===== src/sv/pwpc_pkg.sv =====
package pwpc_pkg;

    localparam int DEBOUNCE_TICKS_DEF = 20;
    localparam int CNT_W              = 16;
    localparam int APB_AW             = 5;
    localparam int APB_DW             = 32;

    localparam logic [CNT_W-1:0] CNT_MAX = {CNT_W{1'b1}};

    // register indexes
    typedef enum logic [2:0] {
        REG_ON_LEVEL   = 3'd0,
        REG_PWR_START  = 3'd1,
        REG_WAIT_MS    = 3'd2,
        REG_OFF_MS     = 3'd3,
        REG_MIN_WIDTH  = 3'd4,
        REG_MAX_WIDTH  = 3'd5
    } t_reg_idx;

    // phase codes on the result
    localparam logic [1:0] PH_CODE_IDLE     = 2'd0;
    localparam logic [1:0] PH_CODE_DEBOUNCE = 2'd1;
    localparam logic [1:0] PH_CODE_WAIT     = 2'd2;
    localparam logic [1:0] PH_CODE_OFF      = 2'd3;

    typedef enum logic [3:0] {
        ST_IDLE     = 4'b0001,
        ST_DEBOUNCE = 4'b0010,
        ST_WAIT     = 4'b0100,
        ST_OFF      = 4'b1000
    } t_phase;

    typedef struct packed {
        logic             on_level;
        logic             power_on_at_start;
        logic [CNT_W-1:0] wait_ms;
        logic [CNT_W-1:0] off_ms;
        logic [CNT_W-1:0] min_width;
        logic [CNT_W-1:0] max_width;
    } t_cfg;

    typedef struct packed {
        logic       drive;
        logic [1:0] phase;
        logic       cycle_start;
    } t_result;

    function automatic logic [CNT_W-1:0] count_up(input logic [CNT_W-1:0] v);
        return (v == CNT_MAX) ? CNT_MAX : v + 1'b1;
    endfunction

endpackage


===== src/sv/pwpc_cfg.sv =====
module pwpc_cfg (
    input  logic                         i_clk,
    input  logic                         i_rst_n,
    input  logic                         psel,
    input  logic                         penable,
    input  logic                         pwrite,
    input  logic [pwpc_pkg::APB_AW-1:0]  paddr,
    input  logic [pwpc_pkg::APB_DW-1:0]  pwdata,
    output logic [pwpc_pkg::APB_DW-1:0]  prdata,
    output pwpc_pkg::t_cfg               o_cfg
);
    import pwpc_pkg::*;

    t_cfg     r_cfg;
    t_reg_idx w_idx;
    logic     w_wr;

    assign w_idx = t_reg_idx'(paddr[APB_AW-1:2]);
    assign w_wr  = psel & penable & pwrite;

    always_ff @(posedge i_clk) begin
        if (!i_rst_n) begin
            r_cfg.on_level          <= 1'b0;
            r_cfg.power_on_at_start <= 1'b1;
            r_cfg.wait_ms           <= CNT_W'(3000);
            r_cfg.off_ms            <= CNT_W'(3000);
            r_cfg.min_width         <= CNT_W'(100);
            r_cfg.max_width         <= CNT_W'(500);
        end else if (w_wr) begin
            unique case (w_idx)
                REG_ON_LEVEL:  r_cfg.on_level          <= pwdata[0];
                REG_PWR_START: r_cfg.power_on_at_start <= pwdata[0];
                REG_WAIT_MS:   r_cfg.wait_ms           <= pwdata[CNT_W-1:0];
                REG_OFF_MS:    r_cfg.off_ms            <= pwdata[CNT_W-1:0];
                REG_MIN_WIDTH: r_cfg.min_width         <= pwdata[CNT_W-1:0];
                REG_MAX_WIDTH: r_cfg.max_width         <= pwdata[CNT_W-1:0];
                default: ;
            endcase
        end
    end

    always_comb begin
        prdata = '0;
        unique case (w_idx)
            REG_ON_LEVEL:  prdata[0]         = r_cfg.on_level;
            REG_PWR_START: prdata[0]         = r_cfg.power_on_at_start;
            REG_WAIT_MS:   prdata[CNT_W-1:0] = r_cfg.wait_ms;
            REG_OFF_MS:    prdata[CNT_W-1:0] = r_cfg.off_ms;
            REG_MIN_WIDTH: prdata[CNT_W-1:0] = r_cfg.min_width;
            REG_MAX_WIDTH: prdata[CNT_W-1:0] = r_cfg.max_width;
            default:       prdata            = '0;
        endcase
    end

    assign o_cfg = r_cfg;

endmodule


===== src/sv/pwpc_step.sv =====
module pwpc_step #(
    parameter int DEBOUNCE_TICKS = pwpc_pkg::DEBOUNCE_TICKS_DEF
) (
    input  logic              i_clk,
    input  logic              i_rst_n,
    input  logic              i_adv,
    input  logic              i_pin,
    input  logic              i_req,
    input  pwpc_pkg::t_cfg    i_cfg,
    output pwpc_pkg::t_result o_res
);
    import pwpc_pkg::*;

    localparam logic [CNT_W-1:0] DEB = CNT_W'(DEBOUNCE_TICKS);

    t_phase           r_phase, n_phase;
    logic [CNT_W-1:0] r_phase_count, n_phase_count;
    logic [CNT_W-1:0] r_width_count, n_width_count;
    logic [CNT_W-1:0] r_edge_width, n_edge_width;
    logic             r_last_pin, n_last_pin;
    logic             r_rise_seen, n_rise_seen;
    logic             r_has_cycled, n_has_cycled;
    logic [CNT_W-1:0] w_wc_inc, w_pc_inc;
    logic             w_start;

    assign w_wc_inc = count_up(r_width_count);
    assign w_pc_inc = count_up(r_phase_count);

    always_comb begin
        n_phase       = r_phase;
        n_phase_count = r_phase_count;
        n_width_count = w_wc_inc;
        n_edge_width  = r_edge_width;
        n_rise_seen   = r_rise_seen;
        n_has_cycled  = r_has_cycled;
        n_last_pin    = i_pin;
        w_start       = 1'b0;
        unique case (r_phase)
            ST_IDLE: begin
                if (i_req) begin
                    n_phase       = ST_WAIT;
                    n_phase_count = '0;
                    w_start       = 1'b1;
                end else if (i_pin != r_last_pin) begin
                    n_edge_width  = w_wc_inc;
                    n_phase       = ST_DEBOUNCE;
                    n_phase_count = '0;
                end
            end
            ST_DEBOUNCE: begin
                n_phase_count = w_pc_inc;
                if (w_pc_inc >= DEB) begin
                    n_phase_count = '0;
                    n_phase       = ST_IDLE;
                    if (i_pin) begin
                        n_rise_seen   = 1'b1;
                        n_width_count = DEB;
                    end else begin
                        if (r_rise_seen && r_edge_width > i_cfg.min_width &&
                            r_edge_width < i_cfg.max_width) begin
                            n_phase = ST_WAIT;
                            w_start = 1'b1;
                        end
                        n_rise_seen = 1'b0;
                    end
                end
            end
            ST_WAIT: begin
                n_phase_count = w_pc_inc;
                if (w_pc_inc >= i_cfg.wait_ms) begin
                    n_phase       = ST_OFF;
                    n_phase_count = '0;
                end
            end
            ST_OFF: begin
                n_phase_count = w_pc_inc;
                if (w_pc_inc >= i_cfg.off_ms) begin
                    n_phase       = ST_IDLE;
                    n_phase_count = '0;
                    n_has_cycled  = 1'b1;
                    n_rise_seen   = 1'b0;
                end
            end
            default: begin
                n_phase       = ST_IDLE;
                n_phase_count = '0;
            end
        endcase
    end

    always_comb begin
        o_res.cycle_start = w_start;
        unique case (n_phase)
            ST_IDLE:     o_res.phase = PH_CODE_IDLE;
            ST_DEBOUNCE: o_res.phase = PH_CODE_DEBOUNCE;
            ST_WAIT:     o_res.phase = PH_CODE_WAIT;
            ST_OFF:      o_res.phase = PH_CODE_OFF;
            default:     o_res.phase = PH_CODE_IDLE;
        endcase
        if (n_phase == ST_OFF) begin
            o_res.drive = ~i_cfg.on_level;
        end else if (n_has_cycled || i_cfg.power_on_at_start) begin
            o_res.drive = i_cfg.on_level;
        end else begin
            o_res.drive = ~i_cfg.on_level;
        end
    end

    always_ff @(posedge i_clk) begin
        if (!i_rst_n) begin
            r_phase       <= ST_IDLE;
            r_phase_count <= '0;
            r_width_count <= '0;
            r_edge_width  <= '0;
            r_last_pin    <= 1'b0;
            r_rise_seen   <= 1'b0;
            r_has_cycled  <= 1'b0;
        end else if (i_adv) begin
            r_phase       <= n_phase;
            r_phase_count <= n_phase_count;
            r_width_count <= n_width_count;
            r_edge_width  <= n_edge_width;
            r_last_pin    <= n_last_pin;
            r_rise_seen   <= n_rise_seen;
            r_has_cycled  <= n_has_cycled;
        end
    end

endmodule


===== src/sv/pulse_window_power_cycler.sv =====
// channel  | dir | handshake        | payload
// ---------+-----+------------------+----------------------------------------
// s_axis   | in  | tvalid / tready  | tdata[0] pin_sample, [1] reset_request
// m_axis   | out | tvalid / tready  | tdata[0] drive, [2:1] phase, [3] cycle_start
// apb      | in  | psel/penable     | 6 registers at 4*i, pready tied high
//
// One request per clock while the output is not stalled; each result passes through
// the input register, then the result register, before it is offered. Reset is
// synchronous and returns all control state and the configuration registers to
// their defaults. A stalled result holds in the output register while one more
// request waits in the input register.
module pulse_window_power_cycler #(
    parameter int DEBOUNCE_TICKS = pwpc_pkg::DEBOUNCE_TICKS_DEF
) (
    input  logic                        i_clk,
    input  logic                        i_rst_n,
    input  logic                        s_axis_tvalid,
    output logic                        s_axis_tready,
    input  logic [7:0]                  s_axis_tdata,   // [0] pin_sample, [1] reset_request
    output logic                        m_axis_tvalid,
    input  logic                        m_axis_tready,
    output logic [7:0]                  m_axis_tdata,   // [0] drive, [2:1] phase, [3] cycle_start
    input  logic                        psel,
    input  logic                        penable,
    input  logic                        pwrite,
    input  logic [pwpc_pkg::APB_AW-1:0] paddr,
    input  logic [pwpc_pkg::APB_DW-1:0] pwdata,
    output logic [pwpc_pkg::APB_DW-1:0] prdata,
    output logic                        pready
);
    import pwpc_pkg::*;

    t_cfg    w_cfg;
    t_result w_res;
    t_result r_out;
    logic    r_in_valid, r_in_pin, r_in_req;
    logic    r_out_valid;
    logic    w_adv;

    assign pready        = 1'b1;
    assign w_adv         = r_in_valid && (!r_out_valid || m_axis_tready);
    assign s_axis_tready = !r_in_valid || w_adv;

    pwpc_cfg u_cfg (
        .i_clk   (i_clk),
        .i_rst_n (i_rst_n),
        .psel    (psel),
        .penable (penable),
        .pwrite  (pwrite),
        .paddr   (paddr),
        .pwdata  (pwdata),
        .prdata  (prdata),
        .o_cfg   (w_cfg)
    );

    pwpc_step #(
        .DEBOUNCE_TICKS (DEBOUNCE_TICKS)
    ) u_step (
        .i_clk   (i_clk),
        .i_rst_n (i_rst_n),
        .i_adv   (w_adv),
        .i_pin   (r_in_pin),
        .i_req   (r_in_req),
        .i_cfg   (w_cfg),
        .o_res   (w_res)
    );

    always_ff @(posedge i_clk) begin
        if (!i_rst_n) begin
            r_in_valid <= 1'b0;
        end else if (s_axis_tready) begin
            r_in_valid <= s_axis_tvalid;
        end
    end

    always_ff @(posedge i_clk) begin
        if (s_axis_tready && s_axis_tvalid) begin
            r_in_pin <= s_axis_tdata[0];
            r_in_req <= s_axis_tdata[1];
        end
    end

    always_ff @(posedge i_clk) begin
        if (!i_rst_n) begin
            r_out_valid <= 1'b0;
        end else if (w_adv) begin
            r_out_valid <= 1'b1;
        end else if (m_axis_tready) begin
            r_out_valid <= 1'b0;
        end
    end

    always_ff @(posedge i_clk) begin
        if (w_adv) begin
            r_out <= w_res;
        end
    end

    assign m_axis_tvalid = r_out_valid;
    assign m_axis_tdata  = {4'b0000, r_out.cycle_start, r_out.phase, r_out.drive};

endmodule

===== config.mk =====
export PLATFORM = sky130hd
export DESIGN_NAME = pulse_window_power_cycler
export DESIGN_NICKNAME = d
export VERILOG_FILES = /design/src/sv/pwpc_pkg.sv /design/src/sv/pwpc_cfg.sv /design/src/sv/pwpc_step.sv /design/src/sv/pulse_window_power_cycler.sv
export SDC_FILE = /design/constraint.sdc
export NUM_CORES = 1
export LEC_CHECK = 0
export BUFFER_PORTS_ARGS = -buffer_cell sky130_fd_sc_hd__buf_2
export CORE_AREA = 2 2 117 119
export DETAILED_ROUTE_END_ITERATION = 12
export DIE_AREA = 0 0 119 121
export PLACE_DENSITY = 0.91
export SYNTH_ARGS = -nofsm -noshare
export SYNTH_HDL_FRONTEND = slang
export SYNTH_SLANG_ARGS = --single-unit

===== constraint.sdc =====
create_clock -name i_clk -period 7.4 [get_ports i_clk]
set_input_delay 0.74 -clock i_clk [delete_from_list [all_inputs] [get_ports i_clk]]
set_output_delay 0.74 -clock i_clk [all_outputs]
set_load 0.02 [all_outputs]

After elaboration in Yosys (flattened, before gate mapping)
Cells that the tools add are included.
{"block": "op_classes", "n_addsub": 2, "mul": 0, "n_div": 0, "magnitude_cmp": 5, "eq_ne": 18, "shifts": 0, "n_mux": 37, "bitwise": 4, "n_reduce_logical": 21}
{"op": "16-bit 2-to-1 mux", "n": 10}
{"op": "16-bit one-hot mux with 4 select lines", "n": 1}
{"op": "15-bit one-hot mux with 4 select lines", "n": 1}
{"op": "16-bit by 1-bit adder with 16-bit output (second input constant)", "n": 2}
{"op": "16-bit == test (second input constant)", "n": 2}
{"op": "16-bit >= comparator", "n": 2}
{"op": "4-bit 2-to-1 mux", "n": 6}
{"op": "16-bit by 5-bit >= comparator with 1-bit output (second input constant)", "n": 1}
{"op": "16-bit > comparator", "n": 1}
{"op": "16-bit < comparator", "n": 1}
{"op": "4-bit one-hot mux with 4 select lines", "n": 1}
{"op": "2-bit AND reduction", "n": 7}
{"op": "1-bit 2-to-1 mux", "n": 13}
{"op": "4-bit by 2-bit == test with 1-bit output (second input constant)", "n": 2}
{"op": "4-bit by 3-bit == test with 1-bit output (second input constant)", "n": 2}
{"op": "4-bit == test (second input constant)", "n": 2}
{"op": "4-bit AND reduction", "n": 2}
{"op": "3-bit by 2-bit == test with 1-bit output (second input constant)", "n": 2}
{"op": "3-bit == test (second input constant)", "n": 2}
{"op": "1-bit one-hot mux with 6 select lines", "n": 1}
{"op": "2-bit one-hot mux with 3 select lines", "n": 1}
{"op": "4-bit by 1-bit == test with 1-bit output (second input constant)", "n": 1}
{"op": "1-bit logical AND", "n": 4}
{"op": "2-bit by 1-bit != test with 1-bit output (second input constant)", "n": 2}
{"op": "11 further kinds", "n": 18}
{"block": "totals", "regBits": 129, "latch_bits": 0, "ram_bits": 0, "rom_bits": 0, "inputBits": 52, "out_inout_bits": 43, "n_memories": 0}

Logic depth before layout (Yosys ltp)
Gate-level depths: netlist of the first run.
{"block": "depth", "ltp_word": 9, "ltp_mapped": 16, "depth_no_buf": 14}

Cells and area by module
Synthesis of the first run repeated with hierarchy kept, for this count alone.
{"block": "unflattened", "cells_unflattened": 954, "hier_area_um2": 8112.8}
{"module": "pwpc_step", "instances": 1, "cells_per_inst": 600, "area_each_um2": 4621.9}
{"module": "pwpc_cfg", "instances": 1, "cells_per_inst": 332, "area_each_um2": 3161.8}
{"module": "pulse_window_power_cycler", "instances": 1, "cells_per_inst": 22, "area_each_um2": 329.1}

Worst setup path before layout of the first run
No wires, ideal clock.
{"block": "synth_timing", "path_kind": "flip-flop to flip-flop", "from": "register u_step.r_phase_count[0]", "to": "register u_step.r_phase_count[12]", "setup_ns": 0.059, "arrival_time_ns": 3.451, "t_required_ns": 7.341, "path_slack_ns": 3.889, "path_stages_with_launch": 17, "path_buffers": 2, "synth_period_minus_slack_ns": 3.511, "cell_sequence": "dfxtp_1 ha_1 nand3_4 nor3_1 nand2b_1 clkbuf_1 nand2_1 inv_1 ha_1 nand2b_1 a211o_1 o211ai_1 a211oi_1 or3b_2 a31oi_4 buf_6 a22o_1"}
{"block": "synth_between", "elab_chain_len": 5}
{"item": "from (decl)", "line_no": "pwpc_step.sv:17", "rtl": "logic [CNT_W-1:0] r_phase_count, n_phase_count;"}
{"item": "from (signal assigned)", "line_no": "pwpc_step.sv:120", "rtl": "r_phase_count <= n_phase_count;"}
{"item": "16-bit by 1-bit adder with 16-bit output / 16-bit == test (equally long branches)", "line_no": "pwpc_pkg.sv:49", "rtl": "return (v == CNT_MAX) ? CNT_MAX : v + 1'b1;"}
{"item": "16-bit 2-to-1 mux (*)", "line_no": "pwpc_pkg.sv:49"}
{"item": "16-bit >= comparator (tied with other cells)", "line_no": "pwpc_step.sv:77", "rtl": "if (w_pc_inc >= i_cfg.off_ms) begin"}
{"item": "16-bit 2-to-1 mux, on equally long branches", "line_no": "pwpc_step.sv:77, pwpc_step.sv:52, pwpc_step.sv:70"}
{"item": "16-bit one-hot mux with 4 select lines (*)", "line_no": "pwpc_step.sv:38", "rtl": "unique case (r_phase)"}
Every way passes the cells marked *; elsewhere a longest branch is shown, timed or not.
A chain may end at the register's enable or synchronous reset.

Final worst setup path of the first run
{"block": "layout_timing", "from": "register u_step.r_phase_count[0]", "to": "register u_step.r_phase_count[10]"}
Same word-level chain as after synthesis.

==> results.py, run 1 <==
metrics = {
    "run_status": {
        "status": "finished, final reports clean",
    },
    "sta": {
        "rsz0062_at_grt": "false",
        "setup_violations": 0,
        "fmax_mhz": 228,
        "maxSlewHeadroom_pct": 19.2,
        "holdWs_ns": 0.467,
        "fin_crit_ns": 4.38,
        "final.setup.tns_ns": 0,
        "finalHoldViolCount": 0,
        "worst_pin_slew_ns": 1.21,
        "fin_skew_ns": 0.00762,
        "post-route-period-util_pct": 59.2,
        "drv_slew": 0,
    },
    "clocking": {
        "root_buffer": "clkbuf_16",
        "clockBufferDepth": 2,
        "clk_pin_slew_ns": 0.06,
        "post_cts_buffers": 0,
        "numCtsBuffers": 17,
        "ctsHtreeMaxLevel": 4,
        "cts_resized": 0,
        "clock_latency_ns": 0.43,
        "ctsHoldBuffers": 0,
        "cts_tree": "yes",
        "clock-sinks": 129,
    },
    "floorplan": {
        "io_pins": 95,
        "core_area_um2": 13100,
        "fp.dieH_um": 121,
        "start_util_pct": 59.3,
        "die_w_um": 119,
        "die_area_um2": 14400,
        "row_count": 42,
    },
    "synth": {
        "synth.most_common_cell": "nand2_1",
        "yosys.area_share.simple_pct": 18.5,
        "ys_types": 66,
        "synthCells": 948,
        "synth-seq-cells": 129,
        "synth.area.top_cells": "dfxtp_1 32%, ha_1 10%, nand2_1 7.5%",
        "synth_fa_ha_area_share_pct": 10.5,
        "synthesis.area_um2": 7760,
        "synth_compound_area_share_pct": 21.0,
        "yosysTopAreaCellShare_pct": 31.7,
        "synth_edf_count": 6,
        "synthMuxAreaShare_pct": 4.93,
        "synth_ff_type": "dfxtp_1",
        "ys_seq_area_share_pct": 34.0,
        "syn_area_per_cell_um2": 8.19,
        "synthArstFlopShare_pct": 0,
        "synth_common_cells": "156 x nand2_1, 123 x dfxtp_1, 77 x a21oi_1, 72 x inv_1, 65 x ha_1",
        "synth-xor-area-share_pct": 2.82,
        "synth-warning-count": 0,
        "yosys.area.top_type": "dfxtp_1",
        "synth_top_family_by_area": "compound AO/OA/AOI/OAI gates",
    },
    "place": {
        "dpl.hpwl_um": 14400,
        "numPortBuffers": 49,
        "gp_congestion": 0.949,
    },
    "pwr": {
        "cellPowerDensity_nw_per_um2": 194,
        "seq_power_share_pct": 43.5,
        "intPower_w": 0.00126,
        "p_sw_share_pct": 24.0,
        "pwr-share-comb_pct": 7.5,
        "p_clk_share_pct": 49.0,
        "p_leak_nw": 3.62,
        "switchingPower_w": 0.000399,
        "ir_worst_vdd_mv": 0.159,
    },
    "min_path": {
        "hold_end": "u_step.r_last_pin$_SDFFE_PN0P_",
        "hold_path_class": "reg2reg",
        "holdPathStages": 2,
        "min_from": "u_step.r_last_pin$_SDFFE_PN0P_",
    },
    "setup_path": {
        "critPathBufInv": 1,
        "reg2reg_to": "u_step.r_phase_count[10]$_SDFFE_PN0P_",
        "worstSetupPathType": "reg2reg",
        "cp.depth": 14,
        "ff2ff_path_depth": 14,
        "crit_chain": "ha_1 -> nand3_4 -> nor3_1 -> nand2b_1 -> nand2_1 -> inv_1 -> ha_1 -> nor2b_1 -> o21ai_0 -> a21oi_1 -> o41a_1 -> o21ai_1 -> a31oi_4 -> a22o_1",
        "startpoint_type": "flop",
        "critPathArrivalTime_ns": 4.69,
        "r2r_setup_slack_ns": 3.02,
        "crit_path_max_incr_delay_ns": 0.50,
        "critPathMaxFanout": 16,
        "r2r_start": "u_step.r_phase_count[0]$_SDFFE_PN0P_",
        "cp-end-kind": "flop",
        "critPathTopFamily": "compound AO/OA/AOI/OAI gates",
        "cp_slowest_cell": "o41a_1",
        "required_ns": 7.71,
        "crit_top_cell": "ha_1",
    },
    "global_routing": {
        "globalRouteOverflowTotal": 0,
        "grt_pass1_wl_um": 33300,
        "grt_pass1_vias": 6683,
        "grt_max_degree": 59,
        "grt_usage_pct": 29.2,
        "antenna_found_initial": 0,
    },
    "layout": {
        "drive_gt1_share_pct": 10.3,
        "antenna_cells": 0,
        "nNetsFinal": 1087,
        "syn2layout_area_growth_pct": 10.2,
        "fill_cells": 987,
    },
    "detailed_routing": {
        "wirelength_um": 20600,
        "drc": 0,
        "via_per_inst": 6.22,
        "dr.pass1.iters": 5,
        "ant_nets": 0,
        "wire_per_inst_um": 17.7,
        "drt_iter0_drc": 848,
        "vias": 7214,
    },
    "job": {
        "drv_cap": 0,
    },
}
-- cells by family after synthesis --
| kind of cell | after synthesis |
|---|---|
| AND/OR/NAND/NOR | 300 |
| flip-flops | 129 |
| other | 2 |
| adder cells (fa/ha/maj) | 65 |
| multiplexers | 38 |
| buffers and inverters | 141 |
| AO/OA/AOI/OAI | 248 |
| XOR/XNOR | 25 |
-- layout by cell type (no fill, tap or decap), types with 9 or more instances in the layout --
| master | count |
|---|---|
| a21oi_1 | 77 |
| a22o_1 | 19 |
| a31oi_1 | 14 |
| and3_1 | 9 |
| buf_2 | 49 |
| clkbuf_16 | 17 |
| conb_1 | 21 |
| dfxtp_1 | 123 |
| ha_1 | 65 |
| inv_1 | 72 |
| mux2i_1 | 36 |
| nand2_1 | 156 |
| nand2b_1 | 10 |
| nand3_1 | 24 |
| nand4_1 | 12 |
| nor2_1 | 33 |
| nor3_1 | 15 |
| o211ai_1 | 28 |
| o21ai_0 | 34 |
| o22ai_1 | 17 |
| xnor2_1 | 16 |
| xor2_1 | 9 |
-- state kept, by name, summed over array words and instances (netlist names), 4 cells and up --
name and count:
u_cfg.o_cfg 66, u_step.r_edge_width 16, u_step.r_phase_count 16, u_step.r_width_count 16, m_axis_tdata 4, u_step.r_phase 4
-- cell type report --
type | instances | area (um2) | share of cell area [%]
well taps | 176 | 220 | 2.57
multi-input cells | 697 | 4570 | 53.4
flip-flops and latches | 129 | 2640 | 30.9
inverters | 72 | 270 | 3.16
clock inverters | 9 | 109 | 1.27
repair buffers | 53 | 275 | 3.22
clock buffers | 23 | 468 | 5.47
-- metal layers --
metal	global-route usage, %	vias to the layer above	share of wire, %
met3	5.78	82	7.4
met2	49.1	339	48
li1	-	3374	-
met1	35.3	3419	40
met4	15.6	0	4.8
met5	0	-	0
-- stage by stage --
stage	instance area, um2	setup WS [ns]	total power (W)	util (%)	instances
detailed placement	7980	3.18	0.000856	61.0	1127
floorplan	7830	3.89	0.000825	-	967
global placement	7980	3.28	0.000853	61.0	1127
finish	8560	3.02	0.00166	65.4	1159
global route	8560	2.68	0.00171	65.4	1159
CTS	8560	3.09	0.00166	65.4	1159
-- power by group through the flow --
stage	clock network, W	registers (W)	logic [W]
after detailed placement	0	0.000736	0.000119
after CTS	0.000819	0.000722	0.000121
after global routing	0.000849	0.000723	0.000134
final	0.000814	0.000722	0.000124
after floorplan	0	0.000735	0.0000897
after global placement	0	0.000736	0.000117
-- worst reg2reg max path: stages, from the launching register on --
cell	delay, ns
dfxtp_1	0.47
ha_1	0.36
nand3_4	0.18
nor3_1	0.33
nand2b_1	0.33
nand2_1	0.27
inv_1	0.10
ha_1	0.29
nor2b_1	0.04
o21ai_0	0.20
a21oi_1	0.12
o41a_1	0.50
o21ai_1	0.45
a31oi_4	0.33
a22o_1	0.29
-- worst max-delay path by stage --
stage / startpoint / end / slack [ns]
CTS: u_step.r_phase_count[0]$_SDFFE_PN0P_ / u_step.r_phase_count[10]$_SDFFE_PN0P_ / 3.09
detailed placement: u_step.r_phase_count[0]$_SDFFE_PN0P_ / u_step.r_phase_count[10]$_SDFFE_PN0P_ / 3.18
finish: u_step.r_phase_count[0]$_SDFFE_PN0P_ / u_step.r_phase_count[10]$_SDFFE_PN0P_ / 3.02
global placement: u_step.r_phase_count[0]$_SDFFE_PN0P_ / m_axis_tdata[2]$_DFFE_PP_ / 3.28
global route: u_step.r_phase_count[0]$_SDFFE_PN0P_ / u_step.r_phase_count[8]$_SDFFE_PN0P_ / 2.68
floorplan: u_step.r_phase_count[0]$_SDFFE_PN0P_ / u_step.r_phase_count[12]$_SDFFE_PN0P_ / 3.89
Power figures use the tool's default switching activity.
==> inputs of run 2 (changes only) <==
--- a/config.mk
+++ b/config.mk
@@ -5,11 +5,12 @@
 export SDC_FILE = /design/constraint.sdc
 export NUM_CORES = 1
 export LEC_CHECK = 0
+export ABC_AREA = 1
 export BUFFER_PORTS_ARGS = -buffer_cell sky130_fd_sc_hd__buf_2
-export CORE_AREA = 2 2 117 119
+export CORE_AREA = 2 2 118 120
 export DETAILED_ROUTE_END_ITERATION = 12
-export DIE_AREA = 0 0 119 121
-export PLACE_DENSITY = 0.91
+export DIE_AREA = 0 0 120 122
+export PLACE_DENSITY = 0.9
 export SYNTH_ARGS = -nofsm -noshare
 export SYNTH_HDL_FRONTEND = slang
 export SYNTH_SLANG_ARGS = --single-unit
==> constraint.sdc (replaced) <==
create_clock -name i_clk -period 4.5 [get_ports i_clk]
set_input_delay 0.45 -clock i_clk [delete_from_list [all_inputs] [get_ports i_clk]]
set_output_delay 0.45 -clock i_clk [all_outputs]
set_load 0.02 [all_outputs]
==> results.py, run 2 <==
metrics = {
    "layout": {
        "fill_cells": 1119,
        "post-route-util_pct": 64.0,
        "drive_gt1_share_pct": 12.2,
        "final_cell_mix": "195 x nand2_1, 140 x inv_1, 123 x dfxtp_1, 121 x a21oi_1, 93 x nor2_1",
        "final_common_cell": "nand2_1",
        "antenna_cells": 0,
        "syn2layout_area_growth_pct": 11.4,
        "largest_reg_flops": 66,
        "final_area_um2": 8640,
        "fin_cells": 1306,
        "nNetsFinal": 1230,
    },
    "place": {
        "place_area_um2": 8020,
        "place_inst": 1274,
        "dpl.hpwl_um": 14100,
        "gp_congestion": 0.918,
        "numPortBuffers": 49,
    },
    "clocking": {
        "clk_pin_slew_ns": 0.06,
        "clock_latency_ns": 0.43,
        "root_buffer": "clkbuf_16",
        "cts_resized": 0,
        "post_cts_buffers": 0,
        "clock-sinks": 129,
        "ctsHoldBuffers": 0,
        "ctsHtreeMaxLevel": 4,
        "clockBufferDepth": 2,
        "numCtsBuffers": 17,
        "cts_tree": "yes",
    },
    "detailed_routing": {
        "drc": 0,
        "vias": 7466,
        "ant_nets": 0,
        "drt_iter0_drc": 785,
        "wirelength_um": 19700,
        "wire_per_inst_um": 15.1,
        "dr.pass1.iters": 5,
        "via_per_inst": 5.72,
    },
    "setup_path": {
        "worstSetupPathType": "reg2reg",
        "cp_slowest_cell": "dfxtp_1",
        "required_ns": 4.69,
        "r2r_start": "u_step.r_phase_count[1]$_SDFFE_PN0P_",
        "crit_chain": "ha_1 -> nand2_1 -> nor2_4 -> nand2_2 -> nor2_4 -> nor2_1 -> inv_1 -> ha_1 -> a21oi_1 -> nor2_1 -> a211oi_1 -> o21ai_0 -> a21oi_1 -> nand3_1 -> nand2_1 -> inv_1 -> nand2_1 -> nand2_1",
        "critPathMaxFanout": 7,
        "crit_path_max_incr_delay_ns": 0.37,
        "crit_path_start": "u_step.r_phase_count[1]$_SDFFE_PN0P_",
        "startpoint_type": "flop",
        "crit_top_cell": "nand2_1",
        "cp-end-kind": "flop",
        "critPathArrivalTime_ns": 3.47,
    },
    "sta": {
        "rsz0062_at_grt": "false",
        "setup_violations": 0,
        "fin_skew_ns": 0.00823,
        "final.setup.tns_ns": 0,
        "drv_slew": 0,
        "fin_crit_ns": 3.29,
        "holdWs_ns": 0.199,
        "post-route-period-util_pct": 73.1,
        "worst_pin_slew_ns": 1.18,
        "finalHoldViolCount": 0,
        "maxSlewHeadroom_pct": 20.8,
        "fmax_mhz": 304,
    },
    "run_status": {
        "status": "finished, final reports clean",
    },
    "synth": {
        "synthArstFlopShare_pct": 0,
        "syn_area_per_cell_um2": 7.19,
        "ys_types": 40,
        "synth-seq-cells": 129,
        "synth_common_cells": "195 x nand2_1, 140 x inv_1, 123 x dfxtp_1, 121 x a21oi_1, 93 x nor2_1",
        "ys_seq_area_share_pct": 34.1,
        "synth.most_common_cell": "nand2_1",
        "synth.area.top_cells": "dfxtp_1 32%, ha_1 10%, nand2_1 9.4%",
        "synthesis.area_um2": 7760,
        "yosysTopAreaCellShare_pct": 31.7,
        "synth_edf_count": 6,
        "synth-warning-count": 0,
        "yosys.area.top_type": "dfxtp_1",
        "synth_ff_type": "dfxtp_1",
        "synthCells": 1078,
    },
    "pwr": {
        "ir_worst_vdd_mv": 0.363,
        "p_leak_nw": 3.92,
        "cellPowerDensity_nw_per_um2": 332,
    },
    "floorplan": {
        "die_w_um": 120,
        "die_area_um2": 14600,
        "start_util_pct": 57.4,
        "fp.dieH_um": 122,
        "core_area_um2": 13500,
        "row_count": 43,
        "io_pins": 95,
    },
    "global_routing": {
        "globalRouteOverflowTotal": 0,
        "grt_pass1_vias": 6836,
        "grt_pass1_wl_um": 32000,
        "grt_usage_pct": 27.3,
        "antenna_found_initial": 0,
        "grt_max_degree": 76,
    },
    "min_path": {
        "hold_path_class": "in2reg",
        "min_from": "s_axis_tdata[0]",
    },
    "job": {
        "drv_cap": 0,
    },
}
-- run 2: cell count changes after synthesis, sizes merged, moves of 17 or more --
cell,delta
nor2,+70
o22ai,-17
inv,+70
mux2i,-36
a22o,-19
o21ai,+51
a21oi,+54
nand3,+17
nand2,+53
-- run 2: logic make-up (layout without fill, tap and decap cells) --
logic type	count (synthesis)	after routing	share of synthesized area, %
simple gates	395	395	22.6
compound gates	274	274	20.3
buf+inv	199	228	11.0
flops	129	129	34.1
fa+ha+maj	65	65	10.5
xor+xnor	14	14	1.58
other cells	2	21	0.0968
-- run 2: worst max-delay path: cells and delay by family (launching register included) --
kind	cells	cell delay, ns
AO/OA/AOI/OAI	4	0.65
adder cells (fa/ha/maj)	2	0.47
flip-flops	1	0.37
buffers and inverters	2	0.20
AND/OR/NAND/NOR	10	1.36
-- run 2: routing by layer --
metal | GRT usage (%) | share of wire, % | vias up
li1 | - | - | 3636
met1 | 33.3 | 42 | 3479
met2 | 46.2 | 48 | 293
met3 | 6.46 | 6.6 | 58
met4 | 11.9 | 3.5 | 0
met5 | 0 | 0 | -
-- run 2: per-stage QoR --
step	worst slack (ns)	power, W
5_1_grt	0.953	0.00295
3_3_place_gp	1.36	0.00144
6_report	1.21	0.00286
4_1_cts	1.25	0.00287
2_1_floorplan	1.78	0.00139
3_5_place_dp	1.30	0.00144
-- run 2: cell type report --
cell class              instances  area, um2  area share [%]
inverters                     142        533            6.17
clock buffers                  18        439            5.08
well taps                     180        225            2.61
repair buffers                 54        283            3.27
clock inverters                14        179            2.07
flip-flops and latches        129       2640            30.6
multi-input cells             769       4340            50.2
-- run 2: final timing paths --
| kind | endpoint | slack, ns | cells after the start |
|---|---|---|---|
| min | r_in_pin$_DFFE_PP_ | 0.20 | 1 |
| max reg2reg | m_axis_tdata[0]$_DFFE_PP_ | 1.21 | 18 |
| max | m_axis_tdata[0]$_DFFE_PP_ | 1.21 | 18 |
| min reg2reg | u_step.r_width_count[14]$_SDFFE_PN0P_ | 0.48 | 2 |
-- run 2: where the power goes --
part,switching (W),internal (W)
Sequential,0.0000169,0.00118
Clock,0.000545,0.000893
Combinational,0.000166,0.0000676
